`src/design/uvfo_pkg.sv`:
```
`default_nettype none

package uvfo_pkg;

  // Default coordinate width
  localparam int unsigned COORD_BITS_DEF = 16;

  // Result stream payload width (overlap bit padded to a byte)
  localparam int unsigned OUT_W = 8;

  // Operation codes carried in tuser
  localparam logic OP_LOAD = 1'b0;
  localparam logic OP_TEST = 1'b1;

  // Vertex code: face select in the top bit, vertex index below
  localparam logic FACE_TEST = 1'b0;
  localparam logic FACE_REF  = 1'b1;

  // Tag that travels with one cross-product evaluation
  typedef struct packed {
    logic       edge_grp;  // group belongs to an edge-pair test
    logic       last;      // final evaluation of its group
    logic       gate;      // group is real for the current face shapes
    logic [1:0] sub;       // position within its group
  } uvfo_tag_t;

  // Controller to datapath
  typedef struct packed {
    logic       cap_test;  // capture incoming face, clear hit flag
    logic       cap_ref;   // store incoming face as reference
    logic       issue;     // start one cross-product evaluation
    logic       out_load;  // move hit flag into result register
    logic [2:0] opa;       // vertex code of A
    logic [2:0] opb;       // vertex code of B
    logic [2:0] opo;       // vertex code of origin O
    uvfo_tag_t  tag;
  } uvfo_cmd_t;

  // Datapath to controller
  typedef struct packed {
    logic busy;       // evaluations still in the pipeline
    logic test_quad;  // captured face is a quad
    logic ref_quad;   // reference face is a quad
  } uvfo_status_t;

endpackage

`default_nettype wire

```
`src/design/uvfo_dp.sv`:
```
`default_nettype none

module uvfo_dp #(
  parameter int unsigned COORD_BITS = uvfo_pkg::COORD_BITS_DEF
) (
  input  wire logic                    clk_i,
  input  wire logic                    rst_ni,
  input  wire logic [6*COORD_BITS:0]   face_i,    // u0,v0,u1,v1,u2,v2,is_quad
  input  wire uvfo_pkg::uvfo_cmd_t     cmd_i,
  output uvfo_pkg::uvfo_status_t       status_o,
  output logic                         overlap_o
);

  import uvfo_pkg::*;

  localparam int unsigned VW = COORD_BITS + 2;  // vertex incl. derived fourth
  localparam int unsigned DW = COORD_BITS + 3;  // vertex difference
  localparam int unsigned PW = 2 * DW;          // product
  localparam int unsigned SW = PW + 1;          // difference of products

  typedef struct packed {
    logic neg;
    logic zero;
  } sgn_t;

  logic signed [VW-1:0] in_x [4];
  logic signed [VW-1:0] in_y [4];
  logic                 in_quad;

  logic signed [VW-1:0] test_x_q [4];
  logic signed [VW-1:0] test_y_q [4];
  logic                 test_quad_q;
  logic signed [VW-1:0] ref_x_q [4];
  logic signed [VW-1:0] ref_y_q [4];
  logic                 ref_quad_q;

  logic signed [VW-1:0] vx [8];
  logic signed [VW-1:0] vy [8];

  logic signed [DW-1:0] dax_d, day_d, dbx_d, dby_d;
  logic signed [DW-1:0] dax_q, day_q, dbx_q, dby_q;
  logic                 vd_q;
  uvfo_tag_t            td_q;

  logic signed [PW-1:0] p_d, q_d;
  logic signed [PW-1:0] p_q, q_q;
  logic                 vm_q;
  uvfo_tag_t            tm_q;

  logic signed [SW-1:0] diff;
  sgn_t                 fresh;
  sgn_t                 sig_q [3];
  logic                 any_neg, any_pos, contained, crossing, grp_hit;
  logic                 hit_q;
  logic                 overlap_q;

  // Unpack incoming face, sign extend, derive fourth vertex
  always_comb begin
    for (int k = 0; k < 3; k++) begin
      in_x[k] = {{2{face_i[(2*k+1)*COORD_BITS-1]}}, face_i[2*k*COORD_BITS +: COORD_BITS]};
      in_y[k] = {{2{face_i[(2*k+2)*COORD_BITS-1]}},
                 face_i[(2*k+1)*COORD_BITS +: COORD_BITS]};
    end
    in_x[3] = in_x[2] + in_x[1] - in_x[0];
    in_y[3] = in_y[2] + in_y[1] - in_y[0];
    in_quad = face_i[6*COORD_BITS];
  end

  // Hold the face under test
  always_ff @(posedge clk_i) begin
    if (cmd_i.cap_test) begin
      for (int k = 0; k < 4; k++) begin
        test_x_q[k] <= in_x[k];
        test_y_q[k] <= in_y[k];
      end
      test_quad_q <= in_quad;
    end
  end

  // Hold the reference face, zero after reset
  always_ff @(posedge clk_i or negedge rst_ni) begin
    if (!rst_ni) begin
      for (int k = 0; k < 4; k++) begin
        ref_x_q[k] <= '0;
        ref_y_q[k] <= '0;
      end
      ref_quad_q <= 1'b0;
    end else if (cmd_i.cap_ref) begin
      for (int k = 0; k < 4; k++) begin
        ref_x_q[k] <= in_x[k];
        ref_y_q[k] <= in_y[k];
      end
      ref_quad_q <= in_quad;
    end
  end

  // Vertex table addressed by vertex code
  always_comb begin
    for (int k = 0; k < 4; k++) begin
      vx[k]     = test_x_q[k];
      vy[k]     = test_y_q[k];
      vx[k + 4] = ref_x_q[k];
      vy[k + 4] = ref_y_q[k];
    end
  end

  // Select operands and form differences A-O and B-O
  always_comb begin
    dax_d = DW'(vx[cmd_i.opa]) - DW'(vx[cmd_i.opo]);
    day_d = DW'(vy[cmd_i.opa]) - DW'(vy[cmd_i.opo]);
    dbx_d = DW'(vx[cmd_i.opb]) - DW'(vx[cmd_i.opo]);
    dby_d = DW'(vy[cmd_i.opb]) - DW'(vy[cmd_i.opo]);
  end

  always_ff @(posedge clk_i) begin
    dax_q <= dax_d;
    day_q <= day_d;
    dbx_q <= dbx_d;
    dby_q <= dby_d;
    td_q  <= cmd_i.tag;
  end

  // Form both products of the cross product
  always_comb begin
    p_d = dax_q * dby_q;
    q_d = dbx_q * day_q;
  end

  always_ff @(posedge clk_i) begin
    p_q  <= p_d;
    q_q  <= q_d;
    tm_q <= td_q;
  end

  // Stage valid bits
  always_ff @(posedge clk_i or negedge rst_ni) begin
    if (!rst_ni) begin
      vd_q <= 1'b0;
      vm_q <= 1'b0;
    end else begin
      vd_q <= cmd_i.issue;
      vm_q <= vd_q;
    end
  end

  // Sign of the cross product and group evaluation
  always_comb begin
    diff       = SW'(p_q) - SW'(q_q);
    fresh.neg  = diff[SW-1];
    fresh.zero = (diff == '0);
    any_neg    = sig_q[0].neg | sig_q[1].neg | fresh.neg;
    any_pos    = (!sig_q[0].neg && !sig_q[0].zero) || (!sig_q[1].neg && !sig_q[1].zero) ||
                 (!fresh.neg && !fresh.zero);
    contained  = !(any_neg && any_pos);
    crossing   = (sig_q[0] != sig_q[1]) && (sig_q[2] != fresh);
    grp_hit    = tm_q.edge_grp ? crossing : contained;
  end

  // Keep earlier signs of the current group
  always_ff @(posedge clk_i) begin
    if (vm_q && !tm_q.last) begin
      sig_q[tm_q.sub] <= fresh;
    end
  end

  // Accumulate the overlap flag
  always_ff @(posedge clk_i or negedge rst_ni) begin
    if (!rst_ni) begin
      hit_q <= 1'b0;
    end else if (cmd_i.cap_test) begin
      hit_q <= 1'b0;
    end else if (vm_q && tm_q.last && tm_q.gate && grp_hit) begin
      hit_q <= 1'b1;
    end
  end

  // Result register
  always_ff @(posedge clk_i) begin
    if (cmd_i.out_load) begin
      overlap_q <= hit_q;
    end
  end

  assign status_o.busy      = vd_q | vm_q;
  assign status_o.test_quad = test_quad_q;
  assign status_o.ref_quad  = ref_quad_q;
  assign overlap_o          = overlap_q;

endmodule

`default_nettype wire

```
`src/design/uvfo_ctrl.sv`:
```
`default_nettype none

module uvfo_ctrl (
  input  wire logic              clk_i,
  input  wire logic              rst_ni,
  input  wire logic              s_valid_i,
  input  wire logic              s_op_i,
  output logic                   s_ready_o,
  input  wire logic              m_ready_i,
  output logic                   m_valid_o,
  input  wire uvfo_pkg::uvfo_status_t status_i,
  output uvfo_pkg::uvfo_cmd_t    cmd_o
);

  import uvfo_pkg::*;

  localparam logic [1:0] ST_IDLE  = 2'd0;
  localparam logic [1:0] ST_RUN   = 2'd1;
  localparam logic [1:0] ST_DRAIN = 2'd2;

  logic [1:0] state_q, state_d;
  logic       phase_q, phase_d;  // 0 containment, 1 edge pairs
  logic [1:0] i_q, i_d;          // vertex of face under test
  logic [1:0] g_q, g_d;          // reference triangle or reference edge
  logic [1:0] s_q, s_d;          // evaluation within group
  logic       out_valid_q, out_valid_d;

  logic       accept, last_s, last_g, last_i, step_last, ivalid, can_out;
  logic       cap_test, cap_ref, issue, out_load;
  logic [2:0] p1, q1, p2, q2, ta, tb, tc;

  function automatic logic [2:0] vcode(logic face, logic [1:0] idx);
    vcode = {face, idx};
  endfunction

  // Successor vertex around a triangle or a quad
  function automatic logic [1:0] nxt(logic [1:0] idx, logic quad);
    if (quad) begin
      nxt = idx + 2'd1;
    end else if (idx == 2'd2) begin
      nxt = 2'd0;
    end else begin
      nxt = idx + 2'd1;
    end
  endfunction

  always_comb begin
    accept    = (state_q == ST_IDLE) && s_valid_i;
    last_s    = phase_q ? (s_q == 2'd3) : (s_q == 2'd2);
    last_g    = phase_q ? (g_q == 2'd3) : (g_q == 2'd1);
    last_i    = (i_q == 2'd3);
    step_last = phase_q && last_i && last_g && last_s;
    ivalid    = (i_q != 2'd3) || status_i.test_quad;
    can_out   = !status_i.busy && (!out_valid_q || m_ready_i);
  end

  // Operand codes for the current evaluation
  always_comb begin
    p1 = vcode(FACE_TEST, i_q);
    q1 = vcode(FACE_TEST, nxt(i_q, status_i.test_quad));
    p2 = vcode(FACE_REF, g_q);
    q2 = vcode(FACE_REF, nxt(g_q, status_i.ref_quad));
    ta = g_q[0] ? vcode(FACE_REF, 2'd3) : vcode(FACE_REF, 2'd0);
    tb = vcode(FACE_REF, 2'd1);
    tc = vcode(FACE_REF, 2'd2);

    cmd_o.cap_test = cap_test;
    cmd_o.cap_ref  = cap_ref;
    cmd_o.issue    = issue;
    cmd_o.out_load = out_load;

    cmd_o.opa = p1;
    cmd_o.opb = ta;
    cmd_o.opo = tb;
    if (phase_q) begin
      case (s_q)
        2'd0: begin
          cmd_o.opa = q1; cmd_o.opb = p2; cmd_o.opo = p1;
        end
        2'd1: begin
          cmd_o.opa = q1; cmd_o.opb = q2; cmd_o.opo = p1;
        end
        2'd2: begin
          cmd_o.opa = q2; cmd_o.opb = p1; cmd_o.opo = p2;
        end
        default: begin
          cmd_o.opa = q2; cmd_o.opb = q1; cmd_o.opo = p2;
        end
      endcase
    end else begin
      case (s_q)
        2'd1: begin
          cmd_o.opa = p1; cmd_o.opb = tb; cmd_o.opo = tc;
        end
        2'd2: begin
          cmd_o.opa = p1; cmd_o.opb = tc; cmd_o.opo = ta;
        end
        default: begin
          cmd_o.opa = p1; cmd_o.opb = ta; cmd_o.opo = tb;
        end
      endcase
    end

    cmd_o.tag.edge_grp = phase_q;
    cmd_o.tag.last     = last_s;
    cmd_o.tag.sub      = s_q;
    cmd_o.tag.gate     = phase_q ? (ivalid && ((g_q != 2'd3) || status_i.ref_quad))
                                 : (ivalid && (!g_q[0] || status_i.ref_quad));
  end

  // Sequencer
  always_comb begin
    state_d  = state_q;
    phase_d  = phase_q;
    i_d      = i_q;
    g_d      = g_q;
    s_d      = s_q;
    cap_test = 1'b0;
    cap_ref  = 1'b0;
    issue    = 1'b0;
    out_load = 1'b0;
    case (state_q)
      ST_IDLE: begin
        if (accept) begin
          if (s_op_i == OP_TEST) begin
            cap_test = 1'b1;
            phase_d  = 1'b0;
            i_d      = 2'd0;
            g_d      = 2'd0;
            s_d      = 2'd0;
            state_d  = ST_RUN;
          end else begin
            cap_ref = 1'b1;
          end
        end
      end
      ST_RUN: begin
        issue = 1'b1;
        if (step_last) begin
          state_d = ST_DRAIN;
        end
        // advance group counters
        if (last_s) begin
          s_d = 2'd0;
          if (last_g) begin
            g_d = 2'd0;
            if (last_i) begin
              i_d     = 2'd0;
              phase_d = 1'b1;
            end else begin
              i_d = i_q + 2'd1;
            end
          end else begin
            g_d = g_q + 2'd1;
          end
        end else begin
          s_d = s_q + 2'd1;
        end
      end
      ST_DRAIN: begin
        if (can_out) begin
          out_load = 1'b1;
          state_d  = ST_IDLE;
        end
      end
      default: begin
        state_d = ST_IDLE;
      end
    endcase
  end

  // Result valid: set on load, drop on transfer
  always_comb begin
    out_valid_d = out_valid_q && !m_ready_i;
    if (out_load) begin
      out_valid_d = 1'b1;
    end
  end

  always_ff @(posedge clk_i or negedge rst_ni) begin
    if (!rst_ni) begin
      state_q     <= ST_IDLE;
      phase_q     <= 1'b0;
      i_q         <= 2'd0;
      g_q         <= 2'd0;
      s_q         <= 2'd0;
      out_valid_q <= 1'b0;
    end else begin
      state_q     <= state_d;
      phase_q     <= phase_d;
      i_q         <= i_d;
      g_q         <= g_d;
      s_q         <= s_d;
      out_valid_q <= out_valid_d;
    end
  end

  assign s_ready_o = (state_q == ST_IDLE);
  assign m_valid_o = out_valid_q;

endmodule

`default_nettype wire

```
`src/design/uv_face_overlap_test_top.sv`:
```
`default_nettype none

// Channel  Dir  Width (default)  Contents
// s_axis   in   tdata 104        u0,v0,u1,v1,u2,v2,is_quad; tuser 1: op
// m_axis   out  tdata 8          overlap
//
// A load item is stored as it is taken. A test item holds the input closed from its
// transfer until its result is loaded: 88 cross-product evaluations, one per cycle,
// through a single difference / multiply / sign pipeline, then drain and result
// load. Reset clears the reference face to zeros.
// The result waits in an output register; input is taken again once the
// result is registered, and a further test result holds until it is taken.

module uv_face_overlap_test_top #(
  parameter int unsigned COORD_BITS = uvfo_pkg::COORD_BITS_DEF,
  localparam int unsigned IN_W = ((6 * COORD_BITS + 1 + 7) / 8) * 8
) (
  input  wire logic                       clk_i,
  input  wire logic                       rst_ni,
  input  wire logic                       s_axis_tvalid,
  output logic                            s_axis_tready,
  input  wire logic [IN_W-1:0]            s_axis_tdata,  // u0,v0,u1,v1,u2,v2,is_quad,pad
  input  wire logic                       s_axis_tuser,  // op
  output logic                            m_axis_tvalid,
  input  wire logic                       m_axis_tready,
  output logic [uvfo_pkg::OUT_W-1:0]      m_axis_tdata   // overlap,pad
);

  import uvfo_pkg::*;

  uvfo_cmd_t    cmd;
  uvfo_status_t st;
  logic         overlap;

  uvfo_ctrl u_ctrl (
    .clk_i     (clk_i),
    .rst_ni    (rst_ni),
    .s_valid_i (s_axis_tvalid),
    .s_op_i    (s_axis_tuser),
    .s_ready_o (s_axis_tready),
    .m_ready_i (m_axis_tready),
    .m_valid_o (m_axis_tvalid),
    .status_i  (st),
    .cmd_o     (cmd)
  );

  uvfo_dp #(
    .COORD_BITS (COORD_BITS)
  ) u_dp (
    .clk_i     (clk_i),
    .rst_ni    (rst_ni),
    .face_i    (s_axis_tdata[6*COORD_BITS:0]),
    .cmd_i     (cmd),
    .status_o  (st),
    .overlap_o (overlap)
  );

  assign m_axis_tdata = {{(OUT_W-1){1'b0}}, overlap};

  // Input is never taken while evaluations are in flight
  a_idle_when_ready: assert property (@(posedge clk_i) disable iff (!rst_ni)
    s_axis_tready |-> !st.busy) else $error("input ready while pipeline busy");

  // Issue only while input is closed
  a_issue_closed: assert property (@(posedge clk_i) disable iff (!rst_ni)
    cmd.issue |-> !s_axis_tready) else $error("issue while input open");

  // Never overwrite a result not yet transferred
  a_no_overwrite: assert property (@(posedge clk_i) disable iff (!rst_ni)
    cmd.out_load |-> (!m_axis_tvalid || m_axis_tready))
    else $error("result register overwritten");

  // A loaded result is presented in the next cycle
  a_result_shown: assert property (@(posedge clk_i) disable iff (!rst_ni)
    cmd.out_load |=> m_axis_tvalid) else $error("loaded result not presented");

endmodule

`default_nettype wire
```
`config.mk`:
```
export PLATFORM = sky130hd
export DESIGN_NAME = uv_face_overlap_test_top
export DESIGN_NICKNAME = d
export VERILOG_FILES = /design/src/design/uvfo_pkg.sv /design/src/design/uvfo_dp.sv /design/src/design/uvfo_ctrl.sv /design/src/design/uv_face_overlap_test_top.sv
export SDC_FILE = /design/constraint.sdc
export NUM_CORES = 2
export LEC_CHECK = 0
export BUFFER_PORTS_ARGS = -buffer_cell sky130_fd_sc_hd__buf_4
export CORE_UTILIZATION = 35
export DETAILED_ROUTE_END_ITERATION = 8
export GPL_ROUTABILITY_DRIVEN = 0
export GPL_TIMING_DRIVEN = 0
export PLACE_DENSITY = 0.6
export RECOVER_POWER = 25
export REMOVE_ABC_BUFFERS = 1
export SLEW_MARGIN = 10
export SYNTH_ARGS = -nofsm -noshare
export SYNTH_HDL_FRONTEND = slang
export SYNTH_SLANG_ARGS = --single-unit
```
`constraint.sdc`:
```
create_clock -name clk_i -period 30.1 [get_ports clk_i]
set_input_delay 6.02 -clock clk_i [delete_from_list [all_inputs] [get_ports clk_i]]
set_output_delay 6.02 -clock clk_i [all_outputs]
set_load 0.005 [all_outputs]
```
==> results.ini <==
[routing]
ant_nets = 0
post_drt_wl_per_cell_um = 18.1
drtPass1Iterations = 6
drt-initial-drc-count = 3220
wirelength_mm = 150
via_per_inst = 5.19
vias = 42900
drc_errors = 0

[worst_hold_path]
min_path_type = flop to flop
holdPathStages = 0
min_to = u_dp.tm_q[3]
min-delay-start = u_dp.td_q[3]

[placed_design]
io_buffers = 104
dp_hpwl_mm = 121
dp_slack_ns = 19.95

[worst_setup_path]
crit_type = primary input to asynchronous set/reset pin
critPathArrivalTime_ns = 10.35
worstReg2RegEnd = u_dp.dby_q[17]
path_delay_family = buffers and inverters
crit_fanout = 86
reg2reg_slack_ns = 20.48
r2r-start = u_ctrl.phase_q
crit_chain = clkdlybuf4s25_1 -> clkbuf_1
cp.buffers_inverters = 2
slowest_stage = clkbuf_1
r2r_cells = 21
start_kind = primary input
endpoint_kind = asynchronous set/reset pin
critical-path-max-stage-delay_ns = 3.98
worstPathRequired_ns = 29.46

[synthesis]
yosysTopAreaCellShare = 0.282
ys_seq_elements = 448
synth-seq-area-share = 0.202
yosysMostFrequentCell = nand2_1
synthFlopType = dfxtp_1
yosys-top-cells-area = fa_1, ha_1, nand2_1
synth_commonest_cells = nand2_1, inv_1, fa_1
synthArstFlopShare = 0.326
syn_inst = 6199
synth_cell_types = 92
synth_warnings = 0
syn_area_per_cell_sq_um = 8.87
synth.cell_area_sq_um = 55000
yosysTopAreaCell = fa_1
synth_edf_count = 140

[global_route]
antenna_found_initial = 3
grt_pass1_wl_mm = 245
grtUsageTotal = 0.193
grt_max_degree = 87
overflow = 0
grt_pass1_vias = 44900

[clock_tree]
cts_htree_levels = 2
clk_pin_slew_ns = 0.06
cts_hold_buffers = 0
cts_made_buffers = 53
cts_tree = yes
root_buffer = clkbuf_16
cts_buffer_depth = 3
cts_resized = 0
cts_setup_buffers = 0
clkSinkCount = 448
insertion_delay_ns = 0.66

[sta]
finClkSkew_ns = 0.0358
drv_slew = 200
relSlewSlack = -2.84
fin_hold_ws_ns = 0.328
max_freq_ghz = 0.0909
setup_violations = 0
worst_pin_slew_ns = 5.77
min_period_ns = 11.00
tns_ns = 0
hold_viol_final = 0
setup_ws_ns = 19.10
rsz0062_at_grt = false
final.period_utilization = 0.365

[floorplanning]
die_area_sq_um = 159000
die_height_um = 398
start_util = 0.352
coreArea_sq_um = 156000
die_w_um = 398
io_pins = 119
rows = 145

[finish]
drive_gt1_frac = 0.0567
nNetsFinal = 7447
fillers = 15800
area_growth_pct = 9.52

[outcome]
violations = capacitance limit, slew limit
status = finished, violations left

[flow_run]
drv_cap = 3

==> state kept, by name, summed over array words and instances, names as in the netlist, 5 cells and up <==
signal and count:
u_dp.ref_y_q 66, u_dp.p_q 38, u_dp.day_q 19, u_dp.q_q 38, u_dp.test_x_q 66, u_dp.dbx_q 19, u_dp.sig_q 6, u_dp.td_q 5
u_dp.ref_x_q 66, u_dp.tm_q 5, u_dp.dax_q 19, u_dp.test_y_q 66, u_dp.dby_q 19
==> cell usage in the layout (no fill, tap or decap), types with 18 or more instances in the layout <==
| cell | netlist | routed |
|---|---|---|
| a21oi_1 | 175 | 175 |
| nand2_1 | 1208 | 1207 |
| a21boi_0 | 19 | 19 |
| o21ai_0 | 192 | 194 |
| ha_1 | 385 | 385 |
| and3_1 | 53 | 53 |
| nand3_1 | 296 | 296 |
| mux2i_1 | 19 | 19 |
| clkbuf_4 | 0 | 26 |
| mux4_2 | 60 | 60 |
| a21o_1 | 64 | 64 |
| dfxtp_1 | 162 | 162 |
| clkbuf_16 | 0 | 58 |
| inv_1 | 962 | 962 |
| dfrtp_1 | 146 | 146 |
| a31oi_1 | 51 | 51 |
| nor2b_1 | 32 | 32 |
| clkbuf_1 | 238 | 80 |
| and2_1 | 384 | 376 |
| xor2_1 | 41 | 41 |
| nor2_1 | 209 | 209 |
| fa_1 | 775 | 775 |
| o21a_1 | 28 | 27 |
| a211oi_1 | 23 | 24 |
| buf_4 | 9 | 37 |
| nand2b_1 | 33 | 33 |
| o22ai_1 | 18 | 18 |
| edfxtp_1 | 140 | 140 |
| nor3_1 | 50 | 48 |
| mux2_2 | 43 | 41 |
| xnor2_1 | 116 | 116 |
==> per-stage QoR <==
stage | util | cells | instance area (sq um)
floorplan | - | 5937 | 54000
global placement | 0.367 | 8099 | 57300
detailed placement | 0.376 | 8181 | 58600
CTS | 0.388 | 8280 | 60600
global route | 0.386 | 8280 | 60200
finish | 0.386 | 8281 | 60200
==> routing by layer <==
metal	track usage	vias to the layer above	routed length, um
li1	-	19800	-
met1	0.248	21300	63300
met2	0.337	1564	72900
met3	0.0209	313	8490
met4	0.0665	0	5400
met5	0	-	0
==> cells by family after synthesis <==
| group | count (synthesis) | synth area share |
|---|---|---|
| simple gates | 2351 | 0.197 |
| buf+inv | 1233 | 0.0849 |
| fa+ha+maj | 1160 | 0.370 |
| compound gates | 727 | 0.0848 |
| flops | 448 | 0.202 |
| xor+xnor | 157 | 0.0250 |
| mux | 122 | 0.0368 |
| other cells | 1 | 0.0000682 |
==> final cells by class <==
class	instances	area (sq um)	area share
Clock inverter	27	392	0.00650
Antenna cell	1	2.50	0.0000416
Inverter	965	3620	0.0601
Timing Repair Buffer	186	1610	0.0268
Clock buffer	72	1570	0.0261
Multi-Input combinational cell	4524	39300	0.653
Sequential cell	448	11100	0.184
Tap cell	2058	2570	0.0428
==> worst max-delay path by stage <==
stage	startpoint	endpoint	slack (ns)	cells after the start
3_3_place_gp	s_axis_tuser	u_dp.hit_q	6.34	6
4_1_cts	s_axis_tdata[18]	u_dp.test_y_q[3][16]	20.64	15
3_5_place_dp	s_axis_tdata[18]	u_dp.test_y_q[3][16]	19.95	15
5_1_grt	rst_ni	u_dp.ref_y_q[36]	18.06	2
6_report	rst_ni	u_dp.ref_y_q[36]	19.10	2
2_1_floorplan	s_axis_tuser	u_dp.hit_q	13.53	5
Power is left out: the tool's default activity adds up to more than one toggle a clock period on the data nets, which glitch-free logic cannot reach.
